$ cat config.mk
export PLATFORM = sky130hd
export DESIGN_NAME = sensor_packet_nibble_decoder
export DESIGN_NICKNAME = d
export VERILOG_FILES = /design/src/rtl/snd_pkg.sv /design/src/rtl/snd_state.sv /design/src/rtl/sensor_packet_nibble_decoder.sv
export SDC_FILE = /design/constraint.sdc
export NUM_CORES = 1
export LEC_CHECK = 0
export BUFFER_PORTS_ARGS = -buffer_cell sky130_fd_sc_hd__buf_2
export CAP_MARGIN = 20
export CORE_UTILIZATION = 50
export DETAILED_ROUTE_END_ITERATION = 16
export PLACE_DENSITY = 0.77
export SYNTH_ARGS = -nofsm -noshare
export SYNTH_HDL_FRONTEND = slang
export SYNTH_HIERARCHICAL = 1
export SYNTH_SLANG_ARGS = --single-unit
export TNS_END_PERCENT = 100
$ cat constraint.sdc
create_clock -name clock -period 5.9 [get_ports clock]
set_input_delay 0.59 -clock clock [delete_from_list [all_inputs] [get_ports clock]]
set_output_delay 0.59 -clock clock [all_outputs]
set_load 0.02 [all_outputs]
$ cat src/rtl/snd_pkg.sv
// Shared types, constants and helper functions for the sensor packet nibble decoder.
package snd_pkg;

   localparam logic [3:0]  SYNC_NIBBLE = 4'hA;

   localparam logic [15:0] ID_TH_A = 16'h02D1;
   localparam logic [15:0] ID_TH_B = 16'h428F;
   localparam logic [15:0] ID_TH_C = 16'h4B8F;
   localparam logic [15:0] ID_T_A  = 16'h04CE;
   localparam logic [15:0] ID_T_B  = 16'h448C;

   localparam logic [4:0]  END_POS_UNKNOWN = 5'd8;
   localparam logic [4:0]  END_POS_TH      = 5'd18;
   localparam logic [4:0]  END_POS_T       = 5'd15;
   localparam logic [4:0]  SUM_END_UNKNOWN = 5'd8;
   localparam logic [4:0]  SUM_END_TH      = 5'd16;
   localparam logic [4:0]  SUM_END_T       = 5'd13;

   localparam logic        FUNC_CLEAR  = 1'b0;
   localparam logic        FUNC_NIBBLE = 1'b1;

   typedef enum logic [1:0] {
      LAYOUT_UNKNOWN = 2'd0,
      LAYOUT_TH      = 2'd1,
      LAYOUT_T       = 2'd2
   } layout_type;

   typedef struct packed {
      logic       func;
      logic [3:0] nibble;
      logic [4:0] position;
   } item_type;

   typedef struct packed {
      logic [15:0]        sensor_id;
      logic [3:0]         channel;
      logic [7:0]         rolling_code;
      logic [3:0]         flag_bits;
      logic signed [11:0] temperature_tenths;
      logic [7:0]         humidity;
      logic               sum_matches;
      logic               packet_complete;
      logic               sync_seen;
      logic               has_temp;
      logic               has_humid;
   } result_type;

   function automatic logic id_is_th(input logic [15:0] id);
      return (id == ID_TH_A) || (id == ID_TH_B) || (id == ID_TH_C);
   endfunction

   function automatic logic id_is_t(input logic [15:0] id);
      return (id == ID_T_A) || (id == ID_T_B);
   endfunction

   // Times ten and times one hundred, built from shifts of the digit.
   function automatic logic [11:0] times_ten(input logic [3:0] nib);
      return ({8'd0, nib} << 3) + ({8'd0, nib} << 1);
   endfunction

   function automatic logic [11:0] times_hundred(input logic [3:0] nib);
      return ({8'd0, nib} << 6) + ({8'd0, nib} << 5) + ({8'd0, nib} << 2);
   endfunction

endpackage

$ cat src/rtl/snd_state.sv
// Decoder state registers and the per-nibble update logic.
module snd_state (
   input  logic                clock,
   input  logic                reset,
   input  logic                advance,
   input  snd_pkg::item_type   item,
   output snd_pkg::result_type result
);

   logic                sync_ff,      sync_in;
   logic [15:0]         id_ff,        id_in;
   logic [3:0]          channel_ff,   channel_in;
   logic [7:0]          rolling_ff,   rolling_in;
   logic [3:0]          flags_ff,     flags_in;
   logic [7:0]          rx_sum_ff,    rx_sum_in;
   logic [7:0]          run_sum_ff,   run_sum_in;
   logic [11:0]         temp_ff,      temp_in;
   logic [7:0]          humid_ff,     humid_in;
   logic                done_ff,      done_in;
   snd_pkg::layout_type layout_ff,    layout_in;

   logic [4:0] end_pos;
   logic [4:0] sum_end;
   logic       is_th_layout;

   always_comb begin
      case (layout_ff)
         snd_pkg::LAYOUT_TH: begin
            end_pos = snd_pkg::END_POS_TH;
            sum_end = snd_pkg::SUM_END_TH;
         end
         snd_pkg::LAYOUT_T: begin
            end_pos = snd_pkg::END_POS_T;
            sum_end = snd_pkg::SUM_END_T;
         end
         default: begin
            end_pos = snd_pkg::END_POS_UNKNOWN;
            sum_end = snd_pkg::SUM_END_UNKNOWN;
         end
      endcase
   end

   assign is_th_layout = (layout_ff == snd_pkg::LAYOUT_TH);

   always_comb begin
      sync_in    = sync_ff;
      id_in      = id_ff;
      channel_in = channel_ff;
      rolling_in = rolling_ff;
      flags_in   = flags_ff;
      rx_sum_in  = rx_sum_ff;
      run_sum_in = run_sum_ff;
      temp_in    = temp_ff;
      humid_in   = humid_ff;
      done_in    = done_ff;
      layout_in  = layout_ff;

      if (item.func == snd_pkg::FUNC_CLEAR) begin
         sync_in    = 1'b0;
         id_in      = '0;
         channel_in = '0;
         rolling_in = '0;
         flags_in   = '0;
         rx_sum_in  = '0;
         run_sum_in = '0;
         temp_in    = '0;
         humid_in   = '0;
         done_in    = 1'b0;
         layout_in  = snd_pkg::LAYOUT_UNKNOWN;
      end else if (!done_ff && (item.position <= end_pos)) begin
         // The window uses the layout in force before this nibble was taken.
         if ((item.position != 5'd0) && (item.position < sum_end)) begin
            run_sum_in = run_sum_ff + {4'd0, item.nibble};
         end
         case (item.position)
            5'd0: sync_in = (item.nibble == snd_pkg::SYNC_NIBBLE);
            5'd1: id_in[3:0]   = id_ff[3:0]   | item.nibble;
            5'd2: id_in[7:4]   = id_ff[7:4]   | item.nibble;
            5'd3: id_in[11:8]  = id_ff[11:8]  | item.nibble;
            5'd4: id_in[15:12] = id_ff[15:12] | item.nibble;
            5'd5: begin
               if (snd_pkg::id_is_th(id_ff)) begin
                  layout_in = snd_pkg::LAYOUT_TH;
               end else if (snd_pkg::id_is_t(id_ff)) begin
                  layout_in = snd_pkg::LAYOUT_T;
               end
               channel_in = item.nibble;
            end
            5'd6: rolling_in[3:0] = rolling_ff[3:0] | item.nibble;
            5'd7: rolling_in[7:4] = rolling_ff[7:4] | item.nibble;
            5'd8: flags_in = item.nibble;
            5'd9:  temp_in = temp_ff + {8'd0, item.nibble};
            5'd10: temp_in = temp_ff + snd_pkg::times_ten(item.nibble);
            5'd11: temp_in = temp_ff + snd_pkg::times_hundred(item.nibble);
            5'd12: begin
               if (item.nibble != 4'd0) begin
                  temp_in = 12'd0 - temp_ff;
               end
            end
            5'd13: begin
               if (is_th_layout) begin
                  humid_in = humid_ff + {4'd0, item.nibble};
               end else begin
                  rx_sum_in[3:0] = rx_sum_ff[3:0] | item.nibble;
               end
            end
            5'd14: begin
               if (is_th_layout) begin
                  humid_in = humid_ff + 8'(snd_pkg::times_ten(item.nibble));
               end else begin
                  rx_sum_in[7:4] = rx_sum_ff[7:4] | item.nibble;
               end
            end
            5'd15: begin
               if (!is_th_layout) begin
                  done_in = 1'b1;
               end
            end
            5'd16: begin
               if (is_th_layout) begin
                  rx_sum_in[3:0] = rx_sum_ff[3:0] | item.nibble;
               end
            end
            5'd17: begin
               if (is_th_layout) begin
                  rx_sum_in[7:4] = rx_sum_ff[7:4] | item.nibble;
               end
            end
            5'd18: begin
               if (is_th_layout) begin
                  done_in = 1'b1;
               end
            end
            default: ;
         endcase
      end
   end

   always_ff @(posedge clock) begin
      if (reset) begin
         sync_ff    <= 1'b0;
         id_ff      <= '0;
         channel_ff <= '0;
         rolling_ff <= '0;
         flags_ff   <= '0;
         rx_sum_ff  <= '0;
         run_sum_ff <= '0;
         temp_ff    <= '0;
         humid_ff   <= '0;
         done_ff    <= 1'b0;
         layout_ff  <= snd_pkg::LAYOUT_UNKNOWN;
      end else if (advance) begin
         sync_ff    <= sync_in;
         id_ff      <= id_in;
         channel_ff <= channel_in;
         rolling_ff <= rolling_in;
         flags_ff   <= flags_in;
         rx_sum_ff  <= rx_sum_in;
         run_sum_ff <= run_sum_in;
         temp_ff    <= temp_in;
         humid_ff   <= humid_in;
         done_ff    <= done_in;
         layout_ff  <= layout_in;
      end
   end

   // The result reflects the state after this item.
   always_comb begin
      result.sensor_id          = id_in;
      result.channel            = channel_in;
      result.rolling_code       = rolling_in;
      result.flag_bits          = flags_in;
      result.temperature_tenths = signed'(temp_in);
      result.humidity           = humid_in;
      result.sum_matches        = (rx_sum_in == run_sum_in);
      result.packet_complete    = done_in;
      result.sync_seen          = sync_in;
      result.has_temp           = snd_pkg::id_is_th(id_in) || snd_pkg::id_is_t(id_in);
      result.has_humid          = snd_pkg::id_is_th(id_in);
   end

endmodule

$ cat src/rtl/sensor_packet_nibble_decoder.sv
// Path: an accepted item is held in the input register and then passes through the state
// update into the result register that drives rsp_, waiting there while rsp_stall holds it.
// Throughput: one item per cycle while rsp_stall does not hold the result; the single
// state-update stage lies between the input register and the result register.
// Reset: synchronous, active high; clears the decoder state and both valid flags,
// as if a clear item had been taken.
module sensor_packet_nibble_decoder (
   input  logic               clock,
   input  logic               reset,
   input  logic               req_valid,
   output logic               req_stall,
   input  logic               req_func,
   input  logic [3:0]         req_nibble,
   input  logic [4:0]         req_position,
   output logic               rsp_valid,
   input  logic               rsp_stall,
   output logic [15:0]        rsp_sensor_id,
   output logic [3:0]         rsp_channel,
   output logic [7:0]         rsp_rolling_code,
   output logic [3:0]         rsp_flag_bits,
   output logic signed [11:0] rsp_temperature_tenths,
   output logic [7:0]         rsp_humidity,
   output logic               rsp_sum_matches,
   output logic               rsp_packet_complete,
   output logic               rsp_sync_seen,
   output logic               rsp_has_temp,
   output logic               rsp_has_humid
);

   logic                in_valid_ff, in_valid_in;
   snd_pkg::item_type   in_item_ff;
   logic                out_valid_ff, out_valid_in;
   snd_pkg::result_type out_result_ff;
   snd_pkg::result_type next_result;
   logic                advance;
   logic                accept;

   // The held item moves on whenever the result register is free or being emptied.
   assign advance   = in_valid_ff && (!out_valid_ff || !rsp_stall);
   assign req_stall = in_valid_ff && !advance;
   assign accept    = req_valid && !req_stall;

   always_comb begin
      in_valid_in = in_valid_ff;
      if (accept) begin
         in_valid_in = 1'b1;
      end else if (advance) begin
         in_valid_in = 1'b0;
      end
      out_valid_in = out_valid_ff;
      if (advance) begin
         out_valid_in = 1'b1;
      end else if (!rsp_stall) begin
         out_valid_in = 1'b0;
      end
   end

   always_ff @(posedge clock) begin
      if (reset) begin
         in_valid_ff  <= 1'b0;
         out_valid_ff <= 1'b0;
      end else begin
         in_valid_ff  <= in_valid_in;
         out_valid_ff <= out_valid_in;
      end
   end

   always_ff @(posedge clock) begin
      if (accept) begin
         in_item_ff.func     <= req_func;
         in_item_ff.nibble   <= req_nibble;
         in_item_ff.position <= req_position;
      end
      if (advance) begin
         out_result_ff <= next_result;
      end
   end

   snd_state u_state (
      .clock   (clock),
      .reset   (reset),
      .advance (advance),
      .item    (in_item_ff),
      .result  (next_result)
   );

   assign rsp_valid              = out_valid_ff;
   assign rsp_sensor_id          = out_result_ff.sensor_id;
   assign rsp_channel            = out_result_ff.channel;
   assign rsp_rolling_code       = out_result_ff.rolling_code;
   assign rsp_flag_bits          = out_result_ff.flag_bits;
   assign rsp_temperature_tenths = out_result_ff.temperature_tenths;
   assign rsp_humidity           = out_result_ff.humidity;
   assign rsp_sum_matches        = out_result_ff.sum_matches;
   assign rsp_packet_complete    = out_result_ff.packet_complete;
   assign rsp_sync_seen          = out_result_ff.sync_seen;
   assign rsp_has_temp           = out_result_ff.has_temp;
   assign rsp_has_humid          = out_result_ff.has_humid;

   assert property (@(posedge clock) disable iff (reset)
      req_stall |-> (in_valid_ff && out_valid_ff && rsp_stall))
      else $error("input stalled without a blocked result");

   assert property (@(posedge clock) disable iff (reset)
      (advance && (in_item_ff.func == snd_pkg::FUNC_CLEAR)) |=>
         (rsp_valid && !rsp_packet_complete && !rsp_sync_seen && (rsp_sensor_id == 16'd0)))
      else $error("clear item did not give a cleared result");

   assert property (@(posedge clock) disable iff (reset)
      rsp_valid |-> (!rsp_has_humid || rsp_has_temp))
      else $error("humidity layout flagged without temperature");

   assert property (@(posedge clock) disable iff (reset)
      (rsp_valid && rsp_stall) |=> ($stable(out_result_ff) && !$past(advance)))
      else $error("held result changed while stalled");

endmodule

== Word level (Yosys, flattened, before mapping) ==
Index checks and enable logic that the tools add are counted.
Operators by class
  add/sub/neg operators: 10
  $lt $le $gt $ge: 2
  eq/ne operators: 36
  muxes and demuxes: 55
  bitwise operators: 8
  reductions and logical operators: 23
Operator list (number)
  $eq 16x15->1 const B: 6
  $mux 8: 11
  $mux 4: 16
  $pmux 12 s4: 1
  $eq 5x4->1 const B: 8
  $mux 12: 3
  $eq 16x10->1 const B: 2
  $eq 16x11->1 const B: 2
  $mux 16: 2
  $or 4x4->4: 8
  $add 12x12->12: 2
  $eq 5x3->1 const B: 4
  $pmux 5 s2: 2
  $add 8x4->8: 2
  $pmux 4 s2: 2
  $pmux 8 s2: 1
  $eq 5x5->1 const B: 3
  $add 12x4->12: 1
  $add 12x6->12: 1
  $sub 1x12->12 const A: 1
  $add 10x9->11: 1
  $mux 1: 11
  $eq 5x2->1 const B: 2
  $mux 2: 5
  20 further kinds: 37
Storage, ports and cells
  register bits after elaboration: 141
  input bits: 14
  output and inout port bits: 59
  word-level logic and storage cells: 161

== Longest topological paths before layout ==
Gate-level depths: netlist (run 1).
  depth in word-level cells: 10
  gate-level depth with buffers: 16
  mapped depth without buffers: 12

== Modules after synthesis ==
Netlist (run 1), hierarchy kept.
By module, submodules not included
  snd_state: instances 1, cells an instance 907, area each 6752.7 sq um
  sensor_packet_nibble_decoder: instances 1, cells an instance 77, area each 2098.3 sq um

== Worst setup path after synthesis (run 1) ==
OpenSTA, ideal clock, no wires.
  path kind: in2reg
  start point: input rsp_stall
  end point: register u_state.layout_ff[0]
  arrival time: 6.111 ns
  required time: 5.769 ns
  slack: -0.343 ns
  cell stages on the path: 8
  path buffers: 1
  cells stage by stage: a21boi_0 clkbuf_1 inv_2 nor4b_1 nand2_1 nor4_1 or3_1 a21oi_1
Between the ends
  longest elaborated chain between the ends: 4
RTL lines
  from (decl): RTL line sensor_packet_nibble_decoder.sv:16  | input logic rsp_stall,
  $logic_not 1->1
  $logic_or 1x1->1: RTL line sensor_packet_nibble_decoder.sv:39  | assign advance = in_valid_ff && (!out_valid_ff || !rsp_stall);
  $logic_and 1x1->1: RTL line sensor_packet_nibble_decoder.sv:39
  $reduce_and 4->1 (no line)
  to (signal assigned): RTL line snd_state.sv:151  | layout_ff <= snd_pkg::LAYOUT_UNKNOWN;
  to (signal assigned): RTL line snd_state.sv:163  | layout_ff <= layout_in;
  to (decl): RTL line snd_state.sv:20  | snd_pkg::layout_type layout_ff, layout_in;
Every way passes these cells.
A chain may end at the register's enable or synchronous reset.

==> results.toml, run 1 <==
[die]
initial_core_util_pct = 51.2
core-area_mm2 = 0.0173
die_area_mm2 = 0.0182
fp.dieH_um = 135
chipWidth_um = 135
rows = 48
io-pin-count = 73

[run]
drv_cap = 0

[logic_synthesis]
syn_area_per_cell_um2 = 8.99
yosysSeqAreaShare_pct = 39.5
synth_area_mm2 = 0.00885
ys.flop_type = "dfxtp_1"
ys_ff_latch = 141
muxShareOfSynthArea_pct = 4.31
synth_top_family_by_area = "simple AND/OR/NAND/NOR gates"
synth-edff-count = 67
syn_inst = 984
ys_types = 87
synth-compound-area-share_pct = 18.9
yosysWarnings = 6
async_flop_share_pct = 0
synth-xor-area-share_pct = 4.04
synth_nets = 1062
synthSimpleGateAreaFrac_pct = 19.2
yosys.area_share.adder_pct = 9.98

[clocking]
htreeDepth = 4
insertion_delay_ns = 0.43
post_cts_buffers = 0
cts_made_buffers = 17
hold_buffers = 0
clk_pin_slew_worst_paths_ns = 0.07
clock_sinks = 141
cts.root.buffer_cell = "clkbuf_16"
cts_resized = 0
clockBufferDepth = 2
tritoncts = "done"

[final_layout]
syn2layout_area_growth_pct = 12.7
stdcell_count = 1266
drive_gt1_share_pct = 13.6
final_nets = 1106
final_util_pct = 57.7
fillers = 1509
finalInstanceArea_mm2 = 0.00998
diodes = 0

[setup_path]
critPathLaunch = "u_state/layout_ff[1]$_SDFFE_PP0P_"
crit_chain = "inv_1 -> ha_1 -> inv_1 -> ha_1 -> o211ai_1 -> a21oi_1 -> o31ai_4 -> and4b_1 -> o2111ai_1 -> a211oi_1 -> a211oi_1 -> o21a_1"
critical_path_class = "reg2reg"
worst_path_largest_cell_delay_ns = 0.91
rr_startpoint = "u_state/layout_ff[1]$_SDFFE_PP0P_"
worst_setup_path_end_kind = "register"
critPathSlowestCell = "o31ai_4"
crit_path_start_kind = "register"
r2r_slack_ns = 1.58
crit_required_ns = 6.09
crit_arrival_ns = 4.51
cp-endpoint = "rsp_temperature_tenths[11]$_DFFE_PP_"
reg2reg_to = "rsp_temperature_tenths[11]$_DFFE_PP_"
rr_worst_depth = 12
cp_max_fo = 25

[place]
dp.cells = 1234
place_area_mm2 = 0.00935
dpl.hpwl_mm = 15.0
place.gp.congestion = 0.884
io_buffer_count = 72

[timing]
finalClockSkew_ns = 0.00979
slew_viol_final = 0
fin_crit_ns = 4.32
setup-violations-final = 0
rsz0062_at_grt = "false"
hold_viol_final = 0
slew_headroom_pct = 29.7
max_freq_mhz = 232
min_period_over_period_pct = 73.2
worst_slew_pin_slew_ns = 1.06
final.setup.tns_ns = 0

[global_route]
grt_max_degree = 87
antenna_found_initial = 0
grt_pass1_wl_mm = 35.6
grt_pass1_vias = 6982
grt-ovfl-total = 0
grt_usage_pct = 25.1

[routing]
wl_per_cell_um = 17.8
routed-via-count = 7734
wl_mm = 22.5
ant_nets = 0
dr.pass1.iters = 6
drc = 0
drt-vias-per-instance = 6.11
drtIter0Drc = 857

[status]
outcome = "completed"

[min_path]
hp-class = "in2reg"
min_path_cells = 1

[power]
power_w = 0.00246
leakagePower_nw = 3.98
p_per_area_mw_per_mm2 = 247
vdd_ir_drop_max_v = 0.000233
## per-stage QoR
| stage | hold slack [ns] | setup WS (ns) |
|---|---|---|
| final | 0.332 | 1.58 |
| after global routing | 0.322 | 1.25 |
| after CTS | 0.321 | 1.64 |
| after detailed placement | 0.462 | 1.65 |
| after global placement | 0.453 | 1.86 |
| after floorplan | 0.437 | 1.15 |
## state kept, by name (all words and copies together) (netlist names), 2 cells and up
name,count
rsp_channel,4
u_state/flags_ff,4
rsp_sensor_id,16
u_state/rx_sum_ff,8
u_state/id_ff,16
in_item_ff,10
rsp_rolling_code,8
u_state/channel_ff,4
rsp_humidity,8
rsp_temperature_tenths,12
rsp_flag_bits,4
u_state/run_sum_ff,8
u_state/layout_ff,2
u_state/humid_ff,8
u_state/rolling_ff,8
u_state/temp_ff,12
## final cells by class
cell class	instances	area (um^2)	share of cell area, %
multi-input cells	756	5020	50.3
flip-flops and latches	141	3490	35.0
repair buffers	83	443	4.44
clock buffers	18	429	4.30
well taps	225	282	2.82
clock inverters	14	203	2.03
inverters	29	109	1.09
## worst min path at each step
stage,from,endpoint
after floorplan,u_state/rx_sum_ff[5]$_SDFFE_PP0P_,u_state/rx_sum_ff[5]$_SDFFE_PP0P_
final,req_position[1],in_item_ff[1]$_DFFE_PP_
after global placement,u_state/rx_sum_ff[4]$_SDFFE_PP0P_,u_state/rx_sum_ff[4]$_SDFFE_PP0P_
after detailed placement,u_state/rx_sum_ff[5]$_SDFFE_PP0P_,u_state/rx_sum_ff[5]$_SDFFE_PP0P_
after CTS,req_position[1],in_item_ff[1]$_DFFE_PP_
after global routing,req_func,in_item_ff[9]$_DFFE_PP_
## cells by family after synthesis
logic type,count (synthesis)
DFF,141
xor gates and xnor gates,40
buffers and inverters,87
muxes,38
and+or+nand+nor,355
AOI/OAI and AO/OA,259
adders and majority gates,64
## per-layer routing
| metal | vias to the layer above | share of wire, % | GRT usage (%) |
|---|---|---|---|
| li1 | 3697 | - | - |
| met1 | 3640 | 45 | 34.8 |
| met2 | 338 | 46 | 38.4 |
| met3 | 59 | 7.1 | 4.65 |
| met4 | 0 | 2.3 | 10.3 |
| met5 | - | 0 | 0 |
## worst max-delay path, delay by kind of cell, from the launching register on
kind | cells | cell delay (ns)
and+or+nand+nor | 1 | 0.76
AOI/OAI and AO/OA | 7 | 1.94
buffers and inverters | 2 | 0.22
adders and majority gates | 2 | 0.82
DFF | 1 | 0.32
## power breakdown
| part | leakage, nW | switching (W) | internal [W] |
|---|---|---|---|
| combinational | 2.41 | 0.000168 | 0.0000748 |
| clock | 0.308 | 0.000446 | 0.000716 |
| sequential | 1.26 | 0.0000150 | 0.00104 |
## Yosys cell counts, types with 5 or more instances
cell type  count  area, um^2
edfxtp_1      67        2010
and2_1         6        37.5
nor2_1       164         616
nand3_1       23         115
nand4_1        9        56.3
nand2_1       46         173
o211ai_1       9        67.6
o21bai_1       5        37.5
nor3_1        48         240
ha_1          53         663
a21oi_1       93         465
buf_2         10        50.1
xnor2_1       24         210
o21ai_0       34         170
nand2b_1       5        31.3
xor2_1        15         131
inv_1         28         105
a31oi_1       33         206
or3_1          6        37.5
fa_1          11         220
o21a_1         6        45.0
mux2i_1       37         370
a21o_1        20         150
dfxtp_1       74        1480
clkbuf_1      38         143
o31ai_1        7        52.6
## cell usage in the layout, fill, tap and decap left out, types with 4 or more instances in the layout
master,n
nand4_1,9
a21oi_1,93
mux2i_1,37
inv_1,27
nand2_1,46
fa_1,11
nor4_1,4
nand2b_1,5
nand4b_1,4
nor2_1,164
nor3_1,48
and3_1,4
o21ai_0,34
buf_2,72
buf_4,11
dfxtp_1,74
o211ai_1,9
bufinv_16,4
a21o_1,20
or3_1,6
inv_6,6
o31ai_1,6
o21bai_1,5
o21a_1,6
ha_1,53
clkbuf_16,17
xor2_1,15
edfxtp_1,67
and2_1,6
a211oi_1,4
xnor2_1,24
nand3_1,23
a32oi_1,4
a31oi_1,33
(Power assumes the default switching activity.)
==> inputs of run 2 (changes only) <==
==> constraint.sdc (replaced) <==
create_clock -name clock -period 3.5 [get_ports clock]
set_input_delay 0.35 -clock clock [delete_from_list [all_inputs] [get_ports clock]]
set_output_delay 0.35 -clock clock [all_outputs]
set_load 0.02 [all_outputs]
==> run 2 against run 1 <==
Compared with the run above:
- sequential power up 67%
- sequential cell count did not move
- global-route usage rose by 1.6 points
- final area up 2.0%
- via count increased by 3.0%
- final cell count grew 2.9%
- worst setup slack got worse by 1.4 ns
- first-iteration DRC count grew 6.5%
- critical endpoint is now rsp_temperature_tenths[10]$_DFFE_PP_
==> results.toml, run 2 (same netlist as run 1, synthesis figures left out) <==
[global_route]
grt_usage_pct = 26.6
grtUsageMet3_pct = 6.31
grt_pass1_vias = 7248
grt_use_met2_pct = 41.5
grtUsageMet1_pct = 35.9
antenna_found_initial = 0
grt_max_degree = 57
grt_pass1_wl_mm = 37.6
grt-ovfl-total = 0
busiest_layer = "met2"

[final_layout]
final_common_cell = "nor2_1"
final_util_pct = 58.8
syn2layout_area_growth_pct = 15.0
layout_common_cells = "164 x nor2_1, 93 x a21oi_1, 74 x dfxtp_1"
stdcell_count = 1303
diodes = 0
final_nets = 1143
fillers = 1491
drive_gt1_share_pct = 16.8

[min_path]
min_to = "in_item_ff[2]$_DFFE_PP_"
hp-class = "in2reg"
min_path_cells = 1
min_from = "req_position[2]"

[clocking]
clock_sinks = 141
clk_pin_slew_worst_paths_ns = 0.06
cts_made_buffers = 17
clockBufferDepth = 2
insertion_delay_ns = 0.43
tritoncts = "done"
cts.root.buffer_cell = "clkbuf_16"
htreeDepth = 4

[setup_path]
rr_startpoint = "in_item_ff[5]$_DFFE_PP_"
worst_setup_path_end_kind = "register"
crit_arrival_ns = 3.51
cp_max_fo = 6
crit_path_start_kind = "register"
reg2reg_to = "rsp_temperature_tenths[10]$_DFFE_PP_"
critical_path_class = "reg2reg"
r2r_slack_ns = 0.13
critPathLaunch = "in_item_ff[5]$_DFFE_PP_"
crit_required_ns = 3.65
rr_worst_depth = 11

[routing]
drc = 0
routed-via-count = 7966
wl_mm = 23.8
ant_nets = 0
drt-vias-per-instance = 6.11
drtIter0Drc = 913
wl_per_cell_um = 18.3
dr.pass1.iters = 8

[die]
core-area_mm2 = 0.0173
die_area_mm2 = 0.0182
initial_core_util_pct = 51.2
chipWidth_um = 135
fp.dieH_um = 135
rows = 48
io-pin-count = 73

[place]
place.gp.congestion = 0.957
dp.cells = 1265
dpl.hpwl_mm = 16.5
io_buffer_count = 72

[timing]
fin_crit_ns = 3.37
min_period_over_period_pct = 96.2
hold_viol_final = 0
slew_headroom_pct = 36.6
slew_viol_final = 0
holdWs_ns = 0.0909
final.setup.tns_ns = 0
worst_slew_pin_slew_ns = 0.948
rsz0062_at_grt = "false"
setup-violations-final = 0
finalClockSkew_ns = 0.0128
max_freq_mhz = 297

[status]
outcome = "completed"

[power]
p_per_area_mw_per_mm2 = 386
leakagePower_nw = 4.12
vdd_ir_drop_max_v = 0.000370

[run]
drv_cap = 0
-- run 2: cell types whose count changed in the layout (fill, tap and decap cells not counted), moves of 2 or more --
cell / before / now
buf_4: 11 / 48
clkinv_2: 0 / 2
inv_8: 0 / 3
bufinv_16: 4 / 0
clkinvlp_4: 0 / 4
clkinv_4: 3 / 1
-- run 2: metal layers --
| metal | up-vias | part of all wire, % |
|---|---|---|
| met1 | 3746 | 44 |
| met3 | 54 | 8.1 |
| li1 | 3765 | - |
| met5 | - | 0 |
| met4 | 0 | 2.2 |
| met2 | 401 | 46 |
-- run 2: stage by stage --
stage          total power, W  cell area (um^2)  setup WS (ns)
2_1_floorplan         0.00211              8850        0.00576
3_3_place_gp          0.00224              9580          0.278
3_5_place_dp          0.00224              9580          0.162
4_1_cts               0.00394             10100          0.144
5_1_grt               0.00406             10200        0.00299
6_report              0.00393             10200          0.133
-- run 2: how the worst max path moves through the flow --
stage | to | slack (ns)
floorplan | u_state/layout_ff[0]$_SDFFE_PP0P_ | 0.006
global placement | rsp_temperature_tenths[10]$_DFFE_PP_ | 0.28
detailed placement | rsp_temperature_tenths[8]$_DFFE_PP_ | 0.16
CTS | rsp_temperature_tenths[8]$_DFFE_PP_ | 0.14
global route | rsp_has_temp$_DFFE_PP_ | 0.003
finish | rsp_temperature_tenths[10]$_DFFE_PP_ | 0.13
-- run 2: power by group --
| part | total [W] | leakage (nW) | switching [W] | internal, W |
|---|---|---|---|---|
| clock | 0.00170 | 0.263 | 0.000776 | 0.000927 |
| combinational | 0.000451 | 2.60 | 0.000305 | 0.000146 |
| sequential | 0.00177 | 1.26 | 0.0000174 | 0.00176 |
| total | 0.00393 | 4.12 | 0.00110 | 0.00283 |
-- run 2: final cells by class --
type | count | area [um^2] | area share (%)
clock buffer | 17 | 425 | 4.18
clock inverter | 15 | 126 | 1.24
inverter | 29 | 109 | 1.07
multi-input combinational | 756 | 5020 | 49.3
sequential | 141 | 3490 | 34.3
tap | 225 | 282 | 2.77
timing repair buffer | 120 | 721 | 7.08
-- run 2: worst max-delay path, cell delays in order, from the launching register on --
cell       delay (ns)
edfxtp_1         0.47
inv_1            0.18
fa_1             0.58
inv_1            0.05
ha_1             0.32
a21oi_1          0.21
o21ai_0          0.13
a2111oi_0        0.60
nor4_1           0.12
o21a_1           0.21
o21ai_0          0.14
a21oi_1          0.09
-- run 2: timing repair --
action                                 in CTS  in global routing
endpoints found under the hold margin       0                  0
gates resized for setup                     0                  1
hold buffers                                0                  0
setup endpoints to repair                   0                 10
buffers inserted                            0                  6
==> inputs of run 3 (changes only) <==
--- a/config.mk
+++ b/config.mk
@@ -9,7 +9,7 @@
 export CAP_MARGIN = 20
 export CORE_UTILIZATION = 50
 export DETAILED_ROUTE_END_ITERATION = 16
-export PLACE_DENSITY = 0.77
+export PLACE_DENSITY = 0.75
 export SYNTH_ARGS = -nofsm -noshare
 export SYNTH_HDL_FRONTEND = slang
 export SYNTH_HIERARCHICAL = 1
==> constraint.sdc (replaced) <==
create_clock -name clock -period 3.85 [get_ports clock]
set_input_delay 0.385 -clock clock [delete_from_list [all_inputs] [get_ports clock]]
set_output_delay 0.385 -clock clock [all_outputs]
set_load 0.02 [all_outputs]
==> run 3 against run 2 <==
Compared with the run above:
- final cell count is 1.5% lower
- clock power hardly changed
- die area stayed put
- sequential power is 8% lower
- utilization is 0.61 points lower
- non-clock buffer count is 20 lower
- fmax is 5.6% lower
- power is 5.9% lower
- register-to-register slack better by 0.15 ns
- sequential share of layout area is 0.36 points higher
- critical path depth is 2 higher
==> results.toml, run 3 (same netlist as run 1, synthesis figures left out) <==
[place]
place.gp.congestion = 0.944
post-place-ws_ns = 0.380
io_buffer_count = 72
dpl.hpwl_mm = 16.0

[clocking]
hold_buffers = 0
clockBufferDepth = 2
cts_resized = 0
clk_pin_slew_worst_paths_ns = 0.06
insertion_delay_ns = 0.44
cts.root.buffer_cell = "clkbuf_16"
cts_made_buffers = 17
clock_sinks = 141
post_cts_buffers = 0
tritoncts = "done"
htreeDepth = 4

[setup_path]
worst_setup_path_end_kind = "register"
cp_max_fo = 14
critical_path_class = "reg2reg"
crit_path_start_kind = "register"
crit_chain = "inv_1 -> ha_1 -> inv_1 -> ha_1 -> o211ai_1 -> a21oi_1 -> o31ai_4 -> buf_4 -> a31oi_1 -> nor3_1 -> nand4_1 -> or4_1 -> o211ai_1"
reg2reg_to = "rsp_has_temp$_DFFE_PP_"
cp-endpoint = "rsp_has_temp$_DFFE_PP_"
path_depth = 13
r2r_slack_ns = 0.28
rr_startpoint = "u_state/layout_ff[0]$_SDFFE_PP0P_"
crit_arrival_ns = 3.85
crit_required_ns = 4.13
critPathTopFamily = "compound AO/OA/AOI/OAI gates"
critPathBufInv = 3
critPathLaunch = "u_state/layout_ff[0]$_SDFFE_PP0P_"
critPathSlowestCell = "o31ai_4"
worst_path_largest_cell_delay_ns = 0.61
rr_worst_depth = 13

[global_route]
antenna_found_initial = 0
grt-ovfl-total = 0
grt_usage_pct = 26.2
grt_pass1_vias = 7275
grt_max_degree = 60
grt_pass1_wl_mm = 37.2

[final_layout]
final_common_cell = "nor2_1"
final_nets = 1123
layout_common_cells = "164 x nor2_1, 93 x a21oi_1, 74 x dfxtp_1"
diodes = 0
drive_gt1_share_pct = 14.8
syn2layout_area_growth_pct = 13.8

[die]
fp.dieH_um = 135
io-pin-count = 73
rows = 48
core-area_mm2 = 0.0173
chipWidth_um = 135
initial_core_util_pct = 51.2
die_area_mm2 = 0.0182

[min_path]
hp-class = "in2reg"

[timing]
finalClockSkew_ns = 0.0172
min_period_over_period_pct = 92.6
setup-violations-final = 0
worst_slew_pin_slew_ns = 0.971
final.setup.tns_ns = 0
slew_headroom_pct = 35.0
fin_crit_ns = 3.57
max_freq_mhz = 280
hold_viol_final = 0
worst_slack_ns = 0.284
rsz0062_at_grt = "false"
slew_viol_final = 0

[routing]
drtIter0Drc = 930
drc = 0
dr.pass1.iters = 6
wl_mm = 23.3
routed-via-count = 7868
drt-vias-per-instance = 6.13
wl_per_cell_um = 18.1
ant_nets = 0

[status]
outcome = "completed"

[power]
power_w = 0.00370
vdd_ir_drop_max_v = 0.000333
p_per_area_mw_per_mm2 = 367
leakagePower_nw = 4.04

[run]
drv_cap = 0
-- run 3: cell types whose count changed in the layout (fill, tap and decap cells not counted) --
cell,previous run,this run
buf_4,48,28
clkbuf_1,0,4
bufinv_16,0,3
inv_6,5,2
inv_8,3,0
clkinvlp_4,4,2
clkbuf_8,0,1
o21ai_0,33,34
o21ai_1,1,0
-- run 3: report_power, final --
part | internal, W | leakage [nW] | switching [W] | total (W)
Sequential | 0.00160 | 1.26 | 0.0000195 | 0.00162
Combinational | 0.000122 | 2.50 | 0.000269 | 0.000391
Clock | 0.00104 | 0.285 | 0.000650 | 0.00169
Total | 0.00276 | 4.04 | 0.000938 | 0.00370
-- run 3: metrics by stage --
step	hold slack (ns)	std cells	utilization (%)	instance area, um^2
after floorplan	0.437	984	-	8850
after global placement	0.453	1251	54.8	9470
after detailed placement	0.464	1251	54.8	9470
after CTS	0.119	1283	58.2	10100
after global routing	0.125	1283	58.2	10100
final	0.134	1283	58.2	10100
-- run 3: cell type report --
type                       instances  area [um^2]
fill                            1539         7230
multi-input combinational        756         5020
sequential                       141         3490
timing repair buffer             100          571
clock buffer                      22          454
tap                              225          282
clock inverter                    10          141
inverter                          29          109
-- run 3: worst register-to-register path: cells and delay by family (launching register included) --
kind | cells | cell delay, ns
adders and majority gates | 2 | 0.46
and+or+nand+nor | 3 | 0.88
buffers and inverters | 3 | 0.46
DFF | 1 | 0.35
AOI/OAI and AO/OA | 5 | 1.27
-- run 3: worst min-delay path by stage --
stage                                            startpoint                                 to  slack, ns  depth (start not counted)
after floorplan           u_state/rx_sum_ff[5]$_SDFFE_PP0P_  u_state/rx_sum_ff[5]$_SDFFE_PP0P_       0.44                          2
after global placement    u_state/rx_sum_ff[7]$_SDFFE_PP0P_  u_state/rx_sum_ff[7]$_SDFFE_PP0P_       0.45                          2
after detailed placement  u_state/rx_sum_ff[7]$_SDFFE_PP0P_  u_state/rx_sum_ff[7]$_SDFFE_PP0P_       0.46                          2
after CTS                                   req_position[3]            in_item_ff[3]$_DFFE_PP_       0.12                          1
after global routing                        req_position[3]            in_item_ff[3]$_DFFE_PP_       0.12                          1
final                                       req_position[3]            in_item_ff[3]$_DFFE_PP_       0.13                          1
-- run 3: routing by layer --
metal	share of wire, %	track usage (%)	wire (um)	up-vias
met5	0	0	0	-
met3	7.6	4.58	1770	60
met4	2.3	8.49	540	0
met1	45	36.6	10500	3715
li1	-	-	-	3734
met2	45	40.9	10400	359
